**config.mk**
```make
export PLATFORM = sky130hd
export DESIGN_NAME = chd_front
export DESIGN_NICKNAME = d
export VERILOG_FILES = /design/src/rtl/chd_pkg.sv /design/src/rtl/chd_front.sv
export SDC_FILE = /design/constraint.sdc
export NUM_CORES = 1
export LEC_CHECK = 0
export ABC_AREA = 1
export BUFFER_PORTS_ARGS = -buffer_cell sky130_fd_sc_hd__clkbuf_2
export CORE_MARGIN = 4
export CORE_UTILIZATION = 25
export CTS_CLUSTER_SIZE = 25
export DETAILED_ROUTE_END_ITERATION = 8
export PLACE_DENSITY_LB_ADDON = 0.1
export SYNTH_ARGS = -nofsm -noshare
export SYNTH_HDL_FRONTEND = slang
export SYNTH_SLANG_ARGS = --single-unit
```
**constraint.sdc**
```tcl
create_clock -name i_clk -period 21.4 [get_ports i_clk]
set_input_delay 4.28 -clock i_clk [delete_from_list [all_inputs] [get_ports i_clk]]
set_output_delay 4.28 -clock i_clk [all_outputs]
set_load 0.03 [all_outputs]
```
**src/rtl/chd_pkg.sv**
```systemverilog
// chd_pkg: shared types, op codes and helpers for the context huffman decoder
// no dependencies; used by chd_front, chd_back and the top level
package chd_pkg;

    localparam int LVL_W      = 3;
    localparam int CTX_W      = 56;
    localparam int CODE_W     = 32;
    localparam int LEN_W      = 6;
    localparam int SYM_W      = 8;
    localparam int BYTE_BITS  = 8;
    localparam int HIST_DEPTH = 7;
    localparam int NUM_LVL    = 8;
    localparam int OP_W       = 2;

    localparam logic [OP_W-1:0] OP_LOAD   = 2'd0;
    localparam logic [OP_W-1:0] OP_DECODE = 2'd1;
    localparam logic [OP_W-1:0] OP_END    = 2'd2;
    localparam logic [OP_W-1:0] OP_RSVD   = 2'd3;

    localparam logic KIND_SYM = 1'b0;
    localparam logic KIND_ERR = 1'b1;

    typedef struct packed {
        logic [SYM_W-1:0]  symbol;
        logic [LEN_W-1:0]  len;
        logic [CODE_W-1:0] code;
        logic [CTX_W-1:0]  context_bytes;
        logic [LVL_W-1:0]  level;
    } t_entry;

    typedef struct packed {
        logic [BYTE_BITS-1:0] code_byte;
        t_entry               entry;
        logic [OP_W-1:0]      op;
    } t_cmd;

    // low 8*level bits set
    function automatic logic [CTX_W-1:0] ctx_mask(input logic [LVL_W-1:0] level);
        logic [CTX_W-1:0] m;
        m = '0;
        for (int i = 0; i < HIST_DEPTH; i++) begin
            if (LVL_W'(i) < level) begin
                m[i*BYTE_BITS +: BYTE_BITS] = '1;
            end
        end
        return m;
    endfunction

    // low len bits set
    function automatic logic [CODE_W-1:0] len_mask(input logic [LEN_W-1:0] len);
        logic [CODE_W-1:0] m;
        m = '0;
        for (int i = 0; i < CODE_W; i++) begin
            m[i] = (LEN_W'(i) < len);
        end
        return m;
    endfunction

endpackage

```
**src/rtl/chd_front.sv**
```systemverilog
// chd_front: accepts input items, drops unused op codes, queues commands
// depends on chd_pkg
module chd_front (
    input  logic          i_clk,
    input  logic          i_rst_n,
    input  logic          i_accept,
    input  chd_pkg::t_cmd i_cmd,
    output logic          o_full,
    input  logic          i_pop,
    output logic          o_cmd_valid,
    output chd_pkg::t_cmd o_cmd
);

    localparam int DEPTH = 4;
    localparam int PTR_W = $clog2(DEPTH);

    chd_pkg::t_cmd    r_q [DEPTH];
    logic [PTR_W-1:0] r_wr, r_rd;
    logic [PTR_W:0]   r_cnt;
    logic             w_push, w_pop;

    // op 3 means nothing: taken but not queued
    assign w_push = i_accept && (i_cmd.op == chd_pkg::OP_LOAD ||
                                 i_cmd.op == chd_pkg::OP_DECODE ||
                                 i_cmd.op == chd_pkg::OP_END);
    assign w_pop  = i_pop && (r_cnt != '0);

    always_ff @(posedge i_clk) begin
        if (w_push) begin
            r_q[r_wr] <= i_cmd;
        end
    end

    always_ff @(posedge i_clk) begin
        if (!i_rst_n) begin
            r_wr  <= '0;
            r_rd  <= '0;
            r_cnt <= '0;
        end else begin
            if (w_push) r_wr <= r_wr + 1'b1;
            if (w_pop)  r_rd <= r_rd + 1'b1;
            r_cnt <= r_cnt + (PTR_W+1)'(w_push) - (PTR_W+1)'(w_pop);
        end
    end

    assign o_full      = (r_cnt == (PTR_W+1)'(DEPTH));
    assign o_cmd_valid = (r_cnt != '0);
    assign o_cmd       = r_q[r_rd];

endmodule

```
Word level (Yosys, flattened, before mapping)
Memory sizes are Yosys's and may differ from the RTL's. A register that Yosys moved wholly into a read port is not among the register bits.
Cells that the tools add are included.
Cells by class
  reduce and logical (&&, ||, !) cells: 6
  bitwise gates (word level): 0
  shift-type cells: 0
  multiply operators: 0
  $add $sub $neg: 4
  divide/modulo/power cells: 0
  magnitude comparators: 0
  equality and inequality tests: 3
  mux-type cells: 4
Operators with widths (count)
  $add A2 B1 Y2 const B: 2
  $mux W2: 2
  $add A3 B1 Y3: 1
  $eq A3 B3 Y1 const B: 1
  $reduce_bool A3 Y1: 1
  $sub A3 B1 Y3: 1
  $eq A2 B1 Y1 const B: 1
  $eq A2 B2 Y1 const B: 1
  $logic_and A1 B1 Y1: 2
  $logic_not A2 Y1: 1
  $logic_or A1 B1 Y1: 2
  $mux W1: 2
Storage, ports and cells
  input bits: 119
  bits in latches: 0
  flip-flop bits (word level): 7
  word-level logic and storage cells: 21
  memories kept: 1
  RAM bits: 460
  bits in read-only memories: 0
  output and inout bits: 117
Memory list
  r_q: depth 4, bits a word 115, read ports 1, clocked after memory_dff 1, write ports 1, RTL line chd_front.sv:17  | chd_pkg::t_cmd r_q [DEPTH];

Logic depth before layout (Yosys ltp)
  depth in word-level cells: 6
  gate-level depth with buffers: 9
  mapped depth without buffers: 9

Worst setup path after synthesis
OpenSTA, ideal clock, no wires.
  path kind: input port to flip-flop
  start: in i_cmd[0] (netlist bit)
  end: mem r_q[0][0] (netlist bit) (enable)
  slack: 11.544 ns
  path buffers: 0
  data arrival time: 9.265 ns
  setup time: 0.591 ns
  required time: 20.809 ns
  stages: 3
  cell sequence: nand2_1 -> nand2_1 -> nor2_1
On the way
  cells in the longest elaborated chain, start to end: 6
  elaborated cells between the ends (all ways): 8
  classes of those cells: eq/ne (2); mux (2); reduce/logical (4)
Ends and longest elaborated chain
  from (decl): RTL line chd_front.sv:7  | input chd_pkg::t_cmd i_cmd,
  $eq A2 B1 Y1 / $logic_not A2 Y1 (equally long branches): RTL line chd_front.sv:24, chd_front.sv:23
  $logic_or A1 B1 Y1: RTL line chd_front.sv:23  | assign w_push = i_accept && (i_cmd.op == chd_pkg::OP_LOAD ||
  $logic_or A1 B1 Y1 *: RTL line chd_front.sv:24  | i_cmd.op == chd_pkg::OP_DECODE ||
  $logic_and A1 B1 Y1 *: RTL line chd_front.sv:23
  $mux W1 *: RTL line chd_front.sv:29  | if (w_push) begin
  $mux W1 (not written as such) *: RTL line chd_front.sv:30  | r_q[r_wr] <= i_cmd;
  to (decl): RTL line chd_front.sv:17
Every way passes the cells marked *; elsewhere a longest branch is shown, timed or not.

==> results.yml <==
grt:
  grt_max_degree: 144
  grt_pass1_vias: 10635
  antenna_found_initial: 6
  grt_overflow: 0
  grt_pass1_wl_um: 68700
  grt_usage_pct: 12.1
synth:
  postSynthCellCount: 1175
  synth-seq-cells: 469
  syn_area_um2: 17500
  avgSynthCellArea_um2: 14.9
  synthesis.nets: 1301
  ys_seq_area_share_pct: 80.1
  synth_edf_count: 460
  synth-main-ff-cell: "edfxtp_1"
  netlist-cell-type-count: 20
  async_reset_ff_share_pct: 0
  yosysWarnings: 0
timing:
  tightestPinTransition_ps: 1070
  max_slew_margin_pct: 28.7
  final.period_utilization_pct: 35.1
  hold_ws_ps: 479
  setup_ws_ps: 13890
  clock-skew-final_ps: 15.1
  fin_setup_tns_ps: 0
  fin_crit_ps: 7510
  report.final.slew_viol_count: 0
  final_hold_viol_count: 0
  setup_viol: 0
  fmax_ghz: 0.133
  rsz0062_at_grt: "false"
worst_setup_path:
  path_delay_family: "buffers and inverters"
  cpPeakStageDelay_ps: 800
  reg2reg_slack_ps: 18840
  cp_common_cell: "buf_4"
  end_kind: "primary output"
  cp-start-kind: "flop"
  arrival_ps: 3230
  crit_fanout: 86
  path_buf_inv: 3
  critPathKind: "flop to primary output"
  path_cells: "buf_4, buf_4, o21ai_0, o22ai_1, clkbuf_2"
  slowest_stage: "buf_4"
  required_ps: 17120
floorplanning:
  ios: 236
  start_util_pct: 25.4
  die_h_um: 272
  fp.dieArea_um2: 74200
  die_x_um: 272
  rows: 96
  core-area_um2: 68900
drt:
  via_count: 10372
  firstDrtPassIters: 4
  wire_per_inst_um: 19.3
  postRouteAntennaNets: 0
  drc: 0
  via_per_inst: 4.36
  drt_iter0_drc: 566
  routed_wl_um: 45800
clocking:
  cts_buffers: 54
  cts_sinks: 469
  ctsResizeCount: 0
  cts_tree: "built"
  cts_root_buf: "clkbuf_16"
  cts_hold_buf: 0
  post_cts_buffers: 0
  path_clk_slew_ps: 60
  clk_latency_ps: 590
  htreeDepth: 2
  clk_path_buf_depth: 3
power_and_ir_drop:
  power_leakage_uw: 0.00724
  total_power_uw: 2560
  p_per_area_nw_per_um2: 121
  vdd_drop_max_uv: 107
place:
  dp_slack_ps: 14350
  gp_congestion: 0.678
  hpwl_um: 25000
  port_buffers: 235
layout:
  final_common_cell: "edfxtp_1"
  final_cell_mix: "edfxtp_1 (460), nor2_1 (241), clkbuf_2 (235)"
  area_delta_synth_final_pct: 21.2
  fill_cells: 7000
  drive_gt1_share_pct: 22.5
  nNetsFinal: 1533
flow_run:
  max_cap_violations: 0
min_path:
  hold_class: "flop to flop"
outcome:
  run_status: "complete, no violations"
-- layout make-up --
type                    instances  area (µm²)  share of cell area, %
repair buffers                250        1290                   6.08
clock inverters                30         243                   1.15
clock buffers                  66        1420                   6.69
well taps                     931        1160                   5.50
diodes                          1        2.50                 0.0118
flip-flops and latches        469       14000                   66.1
multi-input cells             616        3000                   14.2
inverters                      16        72.6                  0.342
-- synthesized netlist by cell type, types with 2 or more instances --
cell	instances	share of area, %
clkbuf_2	6	0.17
a21boi_0	2	0.086
o21ai_1	94	2.7
o21ai_0	139	4.0
nand2_1	11	0.24
dfxtp_1	9	1.0
buf_2	22	0.63
buf_6	15	0.97
a21oi_1	2	0.057
clkbuf_1	24	0.52
edfxtp_1	460	79
ha_1	6	0.43
o22ai_1	115	4.1
buf_4	7	0.30
inv_1	14	0.30
nor2_1	245	5.3
-- worst reg2reg max path, cell delays in order, from the launching register on --
cell,delay [ps]
dfxtp_1,330
inv_1,100
ha_1,150
inv_1,60
nor2_4,640
buf_4,790
-- metal layers --
layer  routed length, µm  vias up  track usage [%]
met1               20300     5159             15.6
met2               21900      205             20.0
met4                 949       10             3.14
li1                    -     4921                -
met3                2570       77             3.35
met5                  62        -                0
-- cell families (layout without fill, tap and decap cells) --
group	after synthesis	count (layout)	synth area share, %
buffers and inverters	90	362	2.94
and+or+nand+nor	257	257	5.53
AOI/OAI and AO/OA	352	352	10.9
other	0	1	0
DFF	469	469	80.1
adders and majority gates	7	7	0.544
-- path summary, 6_finish.rpt --
kind,startpoint,to,cells past startpoint
worst max-delay path,flop,o_cmd[88],5
worst min-delay path,r_rd[0],flop,2
worst max register to register,r_wr[0],r_q[2][68],5
worst min register to register,r_rd[0],flop,2
-- registers in the layout, summed over array words and instances (netlist names), named ones only --
name	cells
r_q	460
r_cnt	3
r_rd	2
r_wr	2
-- power by group --
group          internal (µW)  switching, µW
Clock                    514            352
Sequential              1050           9.65
Combinational            152            488
-- through the flow --
stage / utilization (%) / cell area [µm²] / std cells
detailed placement: 28.3 / 19500 / 2282
global route: 30.7 / 21200 / 2378
global placement: 28.3 / 19500 / 2282
finish: 30.7 / 21200 / 2379
floorplan: - / 17500 / 1175
CTS: 30.7 / 21200 / 2378
No activity file was read; power rests on OpenSTA's default activity.
